## src/design/e2c_pkg.sv

```systemverilog
// ----------------------------------------------------------------------------
// e2c_pkg: shared types and constants for the epoch to calendar converter
// Holds the time constants, the day-split reciprocal, the leap-year phase
// seeds, the hand-off record between the front and back parts, the state
// types and the month table.
// ----------------------------------------------------------------------------
package e2c_pkg;

    // Width of the incoming seconds count and of the split results.
    localparam int unsigned SECS_W = 32;
    localparam int unsigned DAYS_W = 16;   // at most 49710 whole days
    localparam int unsigned TOD_W  = 17;   // seconds of day, below 86400

    // Time constants.
    localparam logic [TOD_W:0]   DAY_SECS  = 18'd86400;
    localparam logic [TOD_W-1:0] HOUR_SECS = 17'd3600;
    localparam logic [TOD_W-1:0] MIN_SECS  = 17'd60;

    // Day split by reciprocal multiplication. 86400 is 675 shifted left by 7,
    // so days = ((secs >> 7) * DAY_RECIP) >> 35, where DAY_RECIP rounds 2^35 / 675
    // up. The rounding error stays below one for every 25-bit shifted count.
    localparam int unsigned      DAY_PRE_SHIFT = 7;
    localparam int unsigned      RECIP_W       = 26;
    localparam int unsigned      RECIP_SHIFT   = 35;
    localparam int unsigned      PROD_W        = SECS_W - DAY_PRE_SHIFT + RECIP_W;
    localparam logic [RECIP_W-1:0] DAY_RECIP   = 26'd50903317;

    // Calendar constants.
    localparam logic [11:0]       EPOCH_YEAR  = 12'd1970;
    localparam logic [DAYS_W-1:0] YEAR_COMMON = 16'd365;
    localparam logic [DAYS_W-1:0] YEAR_LEAP   = 16'd366;

    // Phase of the epoch year within the 4, 100 and 400 year cycles.
    localparam logic [1:0] EPOCH_MOD4   = 2'd2;
    localparam logic [6:0] EPOCH_MOD100 = 7'd70;
    localparam logic [8:0] EPOCH_MOD400 = 9'd370;
    localparam logic [6:0] LAST_MOD100  = 7'd99;
    localparam logic [8:0] LAST_MOD400  = 9'd399;

    // Index of December, where the month walk stops.
    localparam logic [3:0] LAST_MONTH = 4'd11;

    // Day count and time of day handed from the front to the back.
    typedef struct packed {
        logic [DAYS_W-1:0] days;
        logic [TOD_W-1:0]  tod;
    } span_t;

    // Front part states.
    typedef enum logic [1:0] {
        FS_IDLE,
        FS_DIV,
        FS_REM,
        FS_PUSH
    } front_state_t;

    // Back part date walk states.
    typedef enum logic [1:0] {
        BS_IDLE,
        BS_YEAR,
        BS_MONTH,
        BS_WAIT
    } back_state_t;

    // Back part time-of-day split states.
    typedef enum logic [1:0] {
        TS_HOUR,
        TS_MIN,
        TS_DONE
    } time_state_t;

    // Length of a month, indexed from zero for January.
    function automatic logic [4:0] month_len(input logic [3:0] mo, input logic leap);
        logic [4:0] len;
        begin
            case (mo)
                4'd1:    len = leap ? 5'd29 : 5'd28;
                4'd3:    len = 5'd30;
                4'd5:    len = 5'd30;
                4'd8:    len = 5'd30;
                4'd10:   len = 5'd30;
                default: len = 5'd31;
            endcase
            return len;
        end
    endfunction

endpackage

```

## src/design/epoch_to_calendar.sv

```systemverilog
// ----------------------------------------------------------------------------
// epoch_to_calendar: seconds since 1970 to Gregorian date and time of day
// Top level joining the split front, the hand-off queue and the walk back.
// ----------------------------------------------------------------------------
// Usage:
// Drive epoch_seconds and raise start while busy is low; the count is taken
// at that clock edge. busy then stays high while the front splits the count
// into whole days (a reciprocal multiply by 1/86400) and seconds of day and
// hands both to a two-entry queue; it stays high longer only while that queue
// is full. The back walks the years from 1970 (one per cycle) and the months
// (one per cycle), while hours and minutes are peeled off the seconds of day
// by repeated subtraction in parallel. The result appears on year, month,
// day_of_month, hour, minute and second for exactly one cycle with done high,
// once both the date walk and the time split have finished; the year walk
// sets when that is late in the range, the time split early in it. The front
// can take a new count while the back is still walking, until the queue
// fills, and then at the pace of the back. Results leave in the order their
// counts were taken. The receiver cannot stall the block. Reset empties the
// queue and returns both parts to idle.
// ----------------------------------------------------------------------------
module epoch_to_calendar (
    input  logic        clk,
    input  logic        rst_n,
    input  logic        start,
    input  logic [31:0] epoch_seconds,
    output logic        busy,
    output logic        done,
    output logic [11:0] year,
    output logic [3:0]  month,
    output logic [4:0]  day_of_month,
    output logic [4:0]  hour,
    output logic [5:0]  minute,
    output logic [5:0]  second
);

    logic           push;
    logic           full;
    logic           pop;
    logic           empty;
    e2c_pkg::span_t push_data;
    e2c_pkg::span_t pop_data;

    // Front: day and time-of-day split.
    e2c_front u_front (
        .clk           (clk),
        .rst_n         (rst_n),
        .start         (start),
        .epoch_seconds (epoch_seconds),
        .busy          (busy),
        .push          (push),
        .push_data     (push_data),
        .full          (full)
    );

    // Hand-off queue.
    e2c_queue u_queue (
        .clk       (clk),
        .rst_n     (rst_n),
        .push      (push),
        .push_data (push_data),
        .full      (full),
        .pop       (pop),
        .pop_data  (pop_data),
        .empty     (empty)
    );

    // Back: calendar walk and result register.
    e2c_back u_back (
        .clk          (clk),
        .rst_n        (rst_n),
        .empty        (empty),
        .pop_data     (pop_data),
        .pop          (pop),
        .done         (done),
        .year         (year),
        .month        (month),
        .day_of_month (day_of_month),
        .hour         (hour),
        .minute       (minute),
        .second       (second)
    );

endmodule

```

## src/design/e2c_front.sv

```systemverilog
// ----------------------------------------------------------------------------
// e2c_front: accepts a seconds count and splits it into days and time of day
// A reciprocal multiply gives the whole-day count in the divide state, a
// multiply back and subtract gives the seconds of day in the remainder
// state, and both are pushed into the hand-off queue once it has room.
// ----------------------------------------------------------------------------
module e2c_front (
    input  logic                       clk,
    input  logic                       rst_n,
    input  logic                       start,
    input  logic [e2c_pkg::SECS_W-1:0] epoch_seconds,
    output logic                       busy,
    output logic                       push,
    output e2c_pkg::span_t             push_data,
    input  logic                       full
);

    e2c_pkg::front_state_t state_reg, state_next;
    logic [e2c_pkg::SECS_W-1:0]        dividend_reg, dividend_next;
    logic [e2c_pkg::TOD_W-1:0]         rem_reg, rem_next;
    logic [e2c_pkg::DAYS_W-1:0]        quo_reg, quo_next;
    logic [e2c_pkg::PROD_W-1:0]        prod;
    logic [e2c_pkg::DAYS_W+e2c_pkg::TOD_W:0] day_base;
    logic [e2c_pkg::SECS_W-1:0]        tod_full;

    // Day count by reciprocal, then seconds of day from the count.
    always_comb
    begin
        prod     = dividend_reg[e2c_pkg::SECS_W-1:e2c_pkg::DAY_PRE_SHIFT] *
                   e2c_pkg::DAY_RECIP;
        day_base = quo_reg * e2c_pkg::DAY_SECS;
        tod_full = dividend_reg - day_base[e2c_pkg::SECS_W-1:0];
    end

    // Next state and datapath control.
    always_comb
    begin
        state_next    = state_reg;
        dividend_next = dividend_reg;
        rem_next      = rem_reg;
        quo_next      = quo_reg;
        push          = 1'b0;
        case (state_reg)
            e2c_pkg::FS_IDLE:
            begin
                if (start)
                begin
                    dividend_next = epoch_seconds;
                    state_next    = e2c_pkg::FS_DIV;
                end
            end
            e2c_pkg::FS_DIV:
            begin
                quo_next   = prod[e2c_pkg::PROD_W-1:e2c_pkg::RECIP_SHIFT];
                state_next = e2c_pkg::FS_REM;
            end
            e2c_pkg::FS_REM:
            begin
                // The remainder is below 86400, so the upper bits are zero.
                rem_next   = tod_full[e2c_pkg::TOD_W-1:0];
                state_next = e2c_pkg::FS_PUSH;
            end
            e2c_pkg::FS_PUSH:
            begin
                if (!full)
                begin
                    push       = 1'b1;
                    state_next = e2c_pkg::FS_IDLE;
                end
            end
            default:
            begin
                state_next = e2c_pkg::FS_IDLE;
            end
        endcase
    end

    assign busy           = (state_reg != e2c_pkg::FS_IDLE);
    assign push_data.days = quo_reg;
    assign push_data.tod  = rem_reg;

    // Control state.
    always_ff @(posedge clk or negedge rst_n)
    begin
        if (!rst_n)
        begin
            state_reg <= e2c_pkg::FS_IDLE;
        end
        else
        begin
            state_reg <= state_next;
        end
    end

    // Split datapath.
    always_ff @(posedge clk)
    begin
        dividend_reg <= dividend_next;
        rem_reg      <= rem_next;
        quo_reg      <= quo_next;
    end

endmodule

```

## src/design/e2c_queue.sv

```systemverilog
// ----------------------------------------------------------------------------
// e2c_queue: two-entry queue between the front and back parts
// Holds split day counts so the divider can start on the next count while
// the calendar walk is still running.
// ----------------------------------------------------------------------------
module e2c_queue (
    input  logic                clk,
    input  logic                rst_n,
    input  logic                push,
    input  e2c_pkg::span_t      push_data,
    output logic                full,
    input  logic                pop,
    output e2c_pkg::span_t      pop_data,
    output logic                empty
);

    e2c_pkg::span_t mem_reg [2];
    logic           wr_ptr_reg, wr_ptr_next;
    logic           rd_ptr_reg, rd_ptr_next;
    logic [1:0]     count_reg, count_next;

    // Pointer and fill count update.
    always_comb
    begin
        wr_ptr_next = wr_ptr_reg;
        rd_ptr_next = rd_ptr_reg;
        count_next  = count_reg;
        if (push)
        begin
            wr_ptr_next = ~wr_ptr_reg;
        end
        if (pop)
        begin
            rd_ptr_next = ~rd_ptr_reg;
        end
        if (push && !pop)
        begin
            count_next = count_reg + 2'd1;
        end
        else if (pop && !push)
        begin
            count_next = count_reg - 2'd1;
        end
    end

    assign full     = (count_reg == 2'd2);
    assign empty    = (count_reg == 2'd0);
    assign pop_data = mem_reg[rd_ptr_reg];

    // Control state.
    always_ff @(posedge clk or negedge rst_n)
    begin
        if (!rst_n)
        begin
            wr_ptr_reg <= 1'b0;
            rd_ptr_reg <= 1'b0;
            count_reg  <= '0;
        end
        else
        begin
            wr_ptr_reg <= wr_ptr_next;
            rd_ptr_reg <= rd_ptr_next;
            count_reg  <= count_next;
        end
    end

    // Entry storage.
    always_ff @(posedge clk)
    begin
        if (push)
        begin
            mem_reg[wr_ptr_reg] <= push_data;
        end
    end

endmodule

```

## src/design/e2c_back.sv

```systemverilog
// ----------------------------------------------------------------------------
// e2c_back: walks years and months and splits the time of day
// The date walk subtracts one year or one month per cycle; the time of day
// is split into hours and minutes by repeated subtraction alongside it.
// ----------------------------------------------------------------------------
module e2c_back (
    input  logic                clk,
    input  logic                rst_n,
    input  logic                empty,
    input  e2c_pkg::span_t      pop_data,
    output logic                pop,
    output logic                done,
    output logic [11:0]         year,
    output logic [3:0]          month,
    output logic [4:0]          day_of_month,
    output logic [4:0]          hour,
    output logic [5:0]          minute,
    output logic [5:0]          second
);

    e2c_pkg::back_state_t       state_reg, state_next;
    e2c_pkg::time_state_t       tstate_reg, tstate_next;
    logic [e2c_pkg::DAYS_W-1:0] days_reg, days_next;
    logic [e2c_pkg::TOD_W-1:0]  tod_reg, tod_next;
    logic [11:0]                yr_reg, yr_next;
    logic [1:0]                 y4_reg, y4_next;
    logic [6:0]                 y100_reg, y100_next;
    logic [8:0]                 y400_reg, y400_next;
    logic [3:0]                 mo_reg, mo_next;
    logic                       leap_reg, leap_next;
    logic [4:0]                 hr_reg, hr_next;
    logic [5:0]                 mn_reg, mn_next;
    logic                       done_reg, done_next;
    logic [11:0]                year_reg, year_next;
    logic [3:0]                 month_reg, month_next;
    logic [4:0]                 mday_reg, mday_next;
    logic [4:0]                 hour_reg, hour_next;
    logic [5:0]                 minute_reg, minute_next;
    logic [5:0]                 second_reg, second_next;
    logic                       yr_leap;
    logic [e2c_pkg::DAYS_W-1:0] ylen;
    logic [4:0]                 mlen;

    // Leap test from the year's phase counters.
    always_comb
    begin
        yr_leap = ((y4_reg == 2'd0) && (y100_reg != 7'd0)) || (y400_reg == 9'd0);
        ylen    = yr_leap ? e2c_pkg::YEAR_LEAP : e2c_pkg::YEAR_COMMON;
        mlen    = e2c_pkg::month_len(mo_reg, leap_reg);
    end

    // Date walk and result register.
    always_comb
    begin
        state_next  = state_reg;
        days_next   = days_reg;
        yr_next     = yr_reg;
        y4_next     = y4_reg;
        y100_next   = y100_reg;
        y400_next   = y400_reg;
        mo_next     = mo_reg;
        leap_next   = leap_reg;
        done_next   = 1'b0;
        year_next   = year_reg;
        month_next  = month_reg;
        mday_next   = mday_reg;
        hour_next   = hour_reg;
        minute_next = minute_reg;
        second_next = second_reg;
        pop         = 1'b0;
        case (state_reg)
            e2c_pkg::BS_IDLE:
            begin
                if (!empty)
                begin
                    pop        = 1'b1;
                    days_next  = pop_data.days;
                    yr_next    = e2c_pkg::EPOCH_YEAR;
                    y4_next    = e2c_pkg::EPOCH_MOD4;
                    y100_next  = e2c_pkg::EPOCH_MOD100;
                    y400_next  = e2c_pkg::EPOCH_MOD400;
                    state_next = e2c_pkg::BS_YEAR;
                end
            end
            e2c_pkg::BS_YEAR:
            begin
                if (days_reg < ylen)
                begin
                    mo_next    = '0;
                    leap_next  = yr_leap;
                    state_next = e2c_pkg::BS_MONTH;
                end
                else
                begin
                    days_next = days_reg - ylen;
                    yr_next   = yr_reg + 12'd1;
                    y4_next   = y4_reg + 2'd1;
                    y100_next = (y100_reg == e2c_pkg::LAST_MOD100) ? 7'd0 : y100_reg + 7'd1;
                    y400_next = (y400_reg == e2c_pkg::LAST_MOD400) ? 9'd0 : y400_reg + 9'd1;
                end
            end
            e2c_pkg::BS_MONTH:
            begin
                if ((mo_reg < e2c_pkg::LAST_MONTH) &&
                    (days_reg >= {{(e2c_pkg::DAYS_W-5){1'b0}}, mlen}))
                begin
                    days_next = days_reg - {{(e2c_pkg::DAYS_W-5){1'b0}}, mlen};
                    mo_next   = mo_reg + 4'd1;
                end
                else
                begin
                    state_next = e2c_pkg::BS_WAIT;
                end
            end
            e2c_pkg::BS_WAIT:
            begin
                // Publish once the time-of-day split has also finished.
                if (tstate_reg == e2c_pkg::TS_DONE)
                begin
                    done_next   = 1'b1;
                    year_next   = yr_reg;
                    month_next  = mo_reg + 4'd1;
                    mday_next   = 5'(days_reg + 16'd1);
                    hour_next   = hr_reg;
                    minute_next = mn_reg;
                    second_next = tod_reg[5:0];
                    state_next  = e2c_pkg::BS_IDLE;
                end
            end
            default:
            begin
                state_next = e2c_pkg::BS_IDLE;
            end
        endcase
    end

    // Time-of-day split, started by the same queue transfer.
    always_comb
    begin
        tstate_next = tstate_reg;
        tod_next    = tod_reg;
        hr_next     = hr_reg;
        mn_next     = mn_reg;
        if (pop)
        begin
            tod_next    = pop_data.tod;
            hr_next     = '0;
            mn_next     = '0;
            tstate_next = e2c_pkg::TS_HOUR;
        end
        else
        begin
            case (tstate_reg)
                e2c_pkg::TS_HOUR:
                begin
                    if (tod_reg >= e2c_pkg::HOUR_SECS)
                    begin
                        tod_next = tod_reg - e2c_pkg::HOUR_SECS;
                        hr_next  = hr_reg + 5'd1;
                    end
                    else
                    begin
                        tstate_next = e2c_pkg::TS_MIN;
                    end
                end
                e2c_pkg::TS_MIN:
                begin
                    if (tod_reg >= e2c_pkg::MIN_SECS)
                    begin
                        tod_next = tod_reg - e2c_pkg::MIN_SECS;
                        mn_next  = mn_reg + 6'd1;
                    end
                    else
                    begin
                        tstate_next = e2c_pkg::TS_DONE;
                    end
                end
                e2c_pkg::TS_DONE:
                begin
                    tstate_next = e2c_pkg::TS_DONE;
                end
                default:
                begin
                    tstate_next = e2c_pkg::TS_DONE;
                end
            endcase
        end
    end

    assign done         = done_reg;
    assign year         = year_reg;
    assign month        = month_reg;
    assign day_of_month = mday_reg;
    assign hour         = hour_reg;
    assign minute       = minute_reg;
    assign second       = second_reg;

    // Control state.
    always_ff @(posedge clk or negedge rst_n)
    begin
        if (!rst_n)
        begin
            state_reg  <= e2c_pkg::BS_IDLE;
            tstate_reg <= e2c_pkg::TS_DONE;
            done_reg   <= 1'b0;
        end
        else
        begin
            state_reg  <= state_next;
            tstate_reg <= tstate_next;
            done_reg   <= done_next;
        end
    end

    // Walk datapath and result registers.
    always_ff @(posedge clk)
    begin
        days_reg   <= days_next;
        tod_reg    <= tod_next;
        yr_reg     <= yr_next;
        y4_reg     <= y4_next;
        y100_reg   <= y100_next;
        y400_reg   <= y400_next;
        mo_reg     <= mo_next;
        leap_reg   <= leap_next;
        hr_reg     <= hr_next;
        mn_reg     <= mn_next;
        year_reg   <= year_next;
        month_reg  <= month_next;
        mday_reg   <= mday_next;
        hour_reg   <= hour_next;
        minute_reg <= minute_next;
        second_reg <= second_next;
    end

endmodule

```

## config.mk

```make
export PLATFORM = sky130hd
export DESIGN_NAME = epoch_to_calendar
export DESIGN_NICKNAME = d
export VERILOG_FILES = /design/src/design/e2c_pkg.sv /design/src/design/epoch_to_calendar.sv /design/src/design/e2c_front.sv /design/src/design/e2c_queue.sv /design/src/design/e2c_back.sv
export SDC_FILE = /design/constraint.sdc
export NUM_CORES = 1
export LEC_CHECK = 0
export BUFFER_PORTS_ARGS = -buffer_cell sky130_fd_sc_hd__buf_2
export CELL_PAD_IN_SITES_DETAIL_PLACEMENT = 1
export CELL_PAD_IN_SITES_GLOBAL_PLACEMENT = 1
export CORE_UTILIZATION = 45
export CTS_CLUSTER_DIAMETER = 50
export CTS_CLUSTER_SIZE = 20
export DETAILED_ROUTE_END_ITERATION = 8
export GPL_TIMING_DRIVEN = 1
export PLACE_DENSITY = 0.68
export SYNTH_ARGS = -nofsm -noshare
export SYNTH_HDL_FRONTEND = slang
export SYNTH_HIERARCHICAL = 1
export SYNTH_SLANG_ARGS = --single-unit
```

## constraint.sdc

```tcl
create_clock -name clk -period 12.8 [get_ports clk]
set_input_delay 1.92 -clock clk [delete_from_list [all_inputs] [get_ports clk]]
set_output_delay 1.92 -clock clk [all_outputs]
set_load 0.02 [all_outputs]
```

==> Word level (Yosys, flattened, before mapping) <==
Memories as Yosys holds them, arrays and structs flattened.
Index checks and enable logic that the tools add are counted.
{ "op_classes": {"addsub": 15, "n_bitwise": 2, "multipliers": 2, "reduce_logical": 33, "muxes": 50, "magnitude_cmp": 5, "n_eq_ne": 28} }
{ "op_table": {"columns": ["cell", "n"], "rows": [
  ["25-bit by 26-bit multiplier with 51-bit output, second input constant", 1],
  ["17-bit 2-to-1 mux", 3],
  ["16-bit 2-to-1 mux", 3],
  ["16-bit one-hot mux with 3 select lines", 1],
  ["17-bit one-hot mux with 2 select lines", 1],
  ["2-bit 2-to-1 mux", 14],
  ["9-bit 2-to-1 mux", 3],
  ["12-bit 2-to-1 mux", 2],
  ["12-bit one-hot mux with 2 select lines", 1],
  ["7-bit 2-to-1 mux", 3],
  ["9-bit one-hot mux with 2 select lines", 1],
  ["17-bit by 12-bit greater-or-equal comparator with 1-bit output, second input constant", 1],
  ["17-bit by 6-bit greater-or-equal comparator with 1-bit output, second input constant", 1],
  ["17-bit by 12-bit subtractor with 17-bit output, second input constant", 1],
  ["17-bit subtractor", 1],
  ["17-bit by 6-bit subtractor with 17-bit output, second input constant", 1],
  ["16-bit by 5-bit greater-or-equal comparator with 1-bit output", 1],
  ["16-bit by 9-bit < comparator with 1-bit output", 1],
  ["16-bit by 10-bit multiplier with 10-bit output, second input constant", 1],
  ["2-bit one-hot mux with 4 select lines", 2],
  ["16-bit by 5-bit subtractor with 16-bit output", 1],
  ["16-bit by 9-bit subtractor with 16-bit output", 1],
  ["7-bit one-hot mux with 2 select lines", 1],
  ["2-bit AND reduction", 7],
  ["other kinds (38)", 82]
]} }
{ "totals": {"output_inout_bits": 40, "mem_bits_rw": 66, "memories": 1, "regBits": 193} }
{ "memory_table": {"columns": ["name", "words", "word_bits", "read_ports", "rd_ports_with_merged_regs", "wr", "line_no", "rtl"], "rows": [
  ["u_queue.mem_reg", 2, 33, 1, 0, 1, "e2c_queue.sv:17", "e2c_pkg::span_t mem_reg [2];"]
]} }

==> Longest topological paths before layout <==
{ "depth": {"ltp_word": 7, "depth_mapped": 25} }

==> Modules after synthesis <==
Netlist, hierarchy kept.
{ "modules_own_cells": {"columns": ["mod", "area_each_um2", "n_inst", "cells_per_inst"], "rows": [
  ["e2c_front", 12632.1, 1, 1179],
  ["e2c_back", 6829.0, 1, 641],
  ["e2c_queue", 2720.1, 1, 119]
]} }

==> Worst setup path before layout <==
Ideal clock, no wire load.
{ "synth_path": {"path_kind": "register -> register", "from": "register u_front/dividend_reg[12] in the netlist's numbering", "to": "register u_front/quo_reg[13] in the netlist's numbering, data pin", "setup_ps": 258, "path_stages_with_launch": 24, "path_buffers": 0, "required_time_ps": 12542, "setup_slack_ps": 6565, "arrival_time_ps": 5978, "synth_period_minus_slack_ps": 6235, "cell_sequence": "edfxtp_1 inv_1 ha_1 inv_1 fa_1 ha_1 inv_1 fa_1 inv_1 fa_1 fa_1 inv_1 fa_1 inv_1 ha_1 nand4_1 or2_2 nor4_2 a22o_2 o21ai_2 a211o_1 a21boi_2 a21oi_1 xnor2_1"} }
{ "synth_via": {"elab_chain_cells": 1} }
{ "synth_lines": {"columns": ["item", "line_no", "rtl"], "rows": [
  ["start: declaration", "e2c_front.sv:19", "logic [e2c_pkg::SECS_W-1:0] dividend_reg, dividend_next;"],
  ["start signal: assignment", "e2c_front.sv:98", "dividend_reg <= dividend_next;"],
  ["25-bit by 26-bit multiplier with 51-bit output", "e2c_front.sv:29", "prod = dividend_reg[e2c_pkg::SECS_W-1:e2c_pkg::DAY_PRE_SHIFT] *"],
  ["net u_front.prod, one bit", "e2c_front.sv:22", "logic [e2c_pkg::PROD_W-1:0] prod;"],
  ["end signal: assignment", "e2c_front.sv:100", "quo_reg <= quo_next;"],
  ["end: declaration", "e2c_front.sv:21", "logic [e2c_pkg::DAYS_W-1:0] quo_reg, quo_next;"]
]} }
The timed path passes the listed nets, and every way through them passes these cells.
A chain may end at the register's enable or synchronous reset.

==> Worst setup path in the final report <==
{ "layout_path": {"from": "register u_front/dividend_reg[21] in the netlist's numbering", "to": "register u_front/quo_reg[13] in the netlist's numbering, data pin"} }
Same word-level chain as after synthesis.

==> impl_metrics.json <==
{
  "clkTransAtPathRegs_ns": 0.07,
  "synth_edf_count": 237,
  "arrival_ns": 7.17,
  "die_y_um": 224.0,
  "slew-limit-headroom_pct": 27.86,
  "hold_path_class": "flop to flop",
  "synthArstFlopShare_pct": 4.247,
  "dr.pass1.iters": 4,
  "drt_iter0_markers": 488,
  "avgSynthCellArea_um2": 11.44,
  "grt_max_degree": 40,
  "crit_top_cell": "fa_1",
  "synth_seq_area_share_pct": 34.32,
  "status": "finished clean",
  "ys_top_cells_by_count": "inv_1, ha_1, edfxtp_1",
  "grtUsageTotal_pct": 21.42,
  "worstSetupStartpointType": "flop",
  "die_x_um": 224.0,
  "crit_slowest_cell": "edfxtp_1",
  "dieArea_mm2": 0.05018,
  "crit_buf_inv": 4,
  "vias_per_cell": 5.225,
  "synth.distinct_cells": 92,
  "critPathKind": "flop to flop",
  "multi_input_area_mm2": 0.01281,
  "period_share_pct": 53.82,
  "ctsHoldBuffers": 0,
  "finalNetCount": 2594,
  "port_buffers": 74,
  "syn_inst": 1939,
  "cts_resized": 0,
  "largest_reg_flops": 66,
  "rsz0062_at_grt": "false",
  "timing.max_cap.violations": 0,
  "cts_tree": "yes",
  "r2r_cells": 21,
  "synthTopCellsByArea": "edfxtp_1, ha_1, fa_1",
  "area_growth_pct": 10.16,
  "core_mm2": 0.04815,
  "h-tree-depth": 2,
  "crit_family": "adder cells",
  "drive_gt1_share_pct": 10.56,
  "tns_ns": 0,
  "grt_pass1_wl_mm": 83.41,
  "rows": 80,
  "synth.most_common_cell": "inv_1",
  "worstSetupEndpointType": "flop",
  "worstMarginPinSlew_ns": 1.082,
  "min_from": "u_front/dividend_reg[3]$_DFFE_PP_",
  "report.final.slew_viol_count": 0,
  "syn_area_mm2": 0.02218,
  "synth_top_cell_by_area": "edfxtp_1",
  "worstHoldPathCells": 0,
  "syn-num-nets": 2513,
  "fill_cells": 5125,
  "rr_endpoint": "u_front/quo_reg[13]$_DFFE_PN_",
  "grt_pass1_vias": 15646,
  "cp_slowest_stage_delay_ns": 0.78,
  "ys.warnings.count": 6,
  "antenna_found_initial": 0,
  "r2r_setup_slack_ns": 5.91,
  "antenna_cells": 0,
  "crit_chain": "inv_1, ha_1, inv_1, fa_1, ha_1, fa_1, fa_1, fa_1, inv_1, fa_1, inv_1, ha_1, and3_1, nand4_1, nor4_2, a22o_2, o21ai_2, a211o_1, a21boi_2, a21oi_1, xnor2_1",
  "cts_inserted_buffers": 35,
  "dp.final_hpwl_mm": 41.61,
  "fmax_mhz": 145.2,
  "cts_num_sinks": 259,
  "worstPathMaxFanout": 9,
  "synth_flop_cell": "edfxtp_1",
  "ios": 75,
  "post_cts_buffers": 0,
  "finalHoldViolCount": 0,
  "clock_latency_ns": 0.55,
  "route.vias.total": 14114,
  "r2r-start": "u_front/dividend_reg[21]$_DFFE_PP_",
  "setup_viol": 0,
  "cts_buffer_depth": 3,
  "finClkSkew_ns": 0.03047,
  "synth.top_cell.area_share_pct": 32.08,
  "gp_congestion": 0.8995,
  "worstPathRequired_ns": 13.08,
  "start_util_pct": 46.07,
  "route.detailed.drc": 0,
  "ys_ff_latch": 259,
  "routed_wl_mm": 51.79,
  "final-seq-area_mm2": 0.007615,
  "grt.overflow.total": 0,
  "wire_per_inst_um": 19.17,
  "postRouteAntennaNets": 0,
  "hold_end": "u_front/rem_reg[3]$_DFFE_PP_",
  "fin_crit_ns": 6.889,
  "cts_root_buf": "clkbuf_16"
}
[how the worst max path moves through the flow]
stage                                                   from                             to  cells past startpoint
final                     u_front/dividend_reg[21]$_DFFE_PP_  u_front/quo_reg[13]$_DFFE_PN_                     21
after global routing      u_front/dividend_reg[20]$_DFFE_PP_  u_front/quo_reg[13]$_DFFE_PN_                     21
after CTS                 u_front/dividend_reg[12]$_DFFE_PP_  u_front/quo_reg[13]$_DFFE_PN_                     23
after detailed placement  u_front/dividend_reg[21]$_DFFE_PP_  u_front/quo_reg[13]$_DFFE_PN_                     21
after global placement    u_front/dividend_reg[21]$_DFFE_PP_  u_front/quo_reg[13]$_DFFE_PN_                     21
after floorplan           u_front/dividend_reg[12]$_DFFE_PP_  u_front/quo_reg[13]$_DFFE_PN_                     23
[stage by stage]
step	instance area (um^2)	setup slack (ns)	utilization [%]	std cells	hold slack, ns
6_report	24440	5.911	50.75	2701	0.4261
5_1_grt	24440	5.530	50.75	2701	0.4405
4_1_cts	24440	5.803	50.75	2701	0.4262
3_5_place_dp	23220	5.839	48.24	2639	0.4093
3_3_place_gp	23220	6.023	48.24	2639	0.4027
2_1_floorplan	22180	6.565	-	1939	0.4003
[area by class of cell]
class	instances	area share (%)
multi-input cells	1230	52.41
flip-flops and latches	259	31.16
inverters	411	6.313
clock buffers	36	3.641
well taps	656	3.359
repair buffers	83	1.792
clock inverters	26	1.321
[routing by layer]
metal  vias up  GRT usage [%]  wire length (um)
met4         0          8.219              1816
met2       196          38.72             26390
met1      7107          25.72             22030
met5         -              0                 0
li1       6718              -                 -
met3        93          2.886              1552
[cells by family (layout without fill, tap and decap cells)]
group	Yosys count	count (layout)	share of synthesized area (%)
compound gates	253	253	7.830
simple gates	311	311	7.085
fa+ha+maj	539	539	36.73
mux	43	43	2.691
flops	259	259	34.32
xor+xnor	84	84	3.317
buf+inv	450	556	8.021
[placed cells by master, fill, tap and decap left out, types with 16 or more instances in the layout]
cell,instances
xnor2_1,54
nor2_1,86
mux2_4,29
o21ai_0,43
nand2_1,60
edfxtp_1,237
a21o_1,22
fa_1,187
clkbuf_16,35
xor2_1,30
nand3_1,46
buf_2,74
nand2b_1,16
ha_1,352
inv_1,411
a21oi_1,70
Power is left out: the tool's default activity adds up to more than one toggle a clock period on the data nets, which glitch-free logic cannot reach.
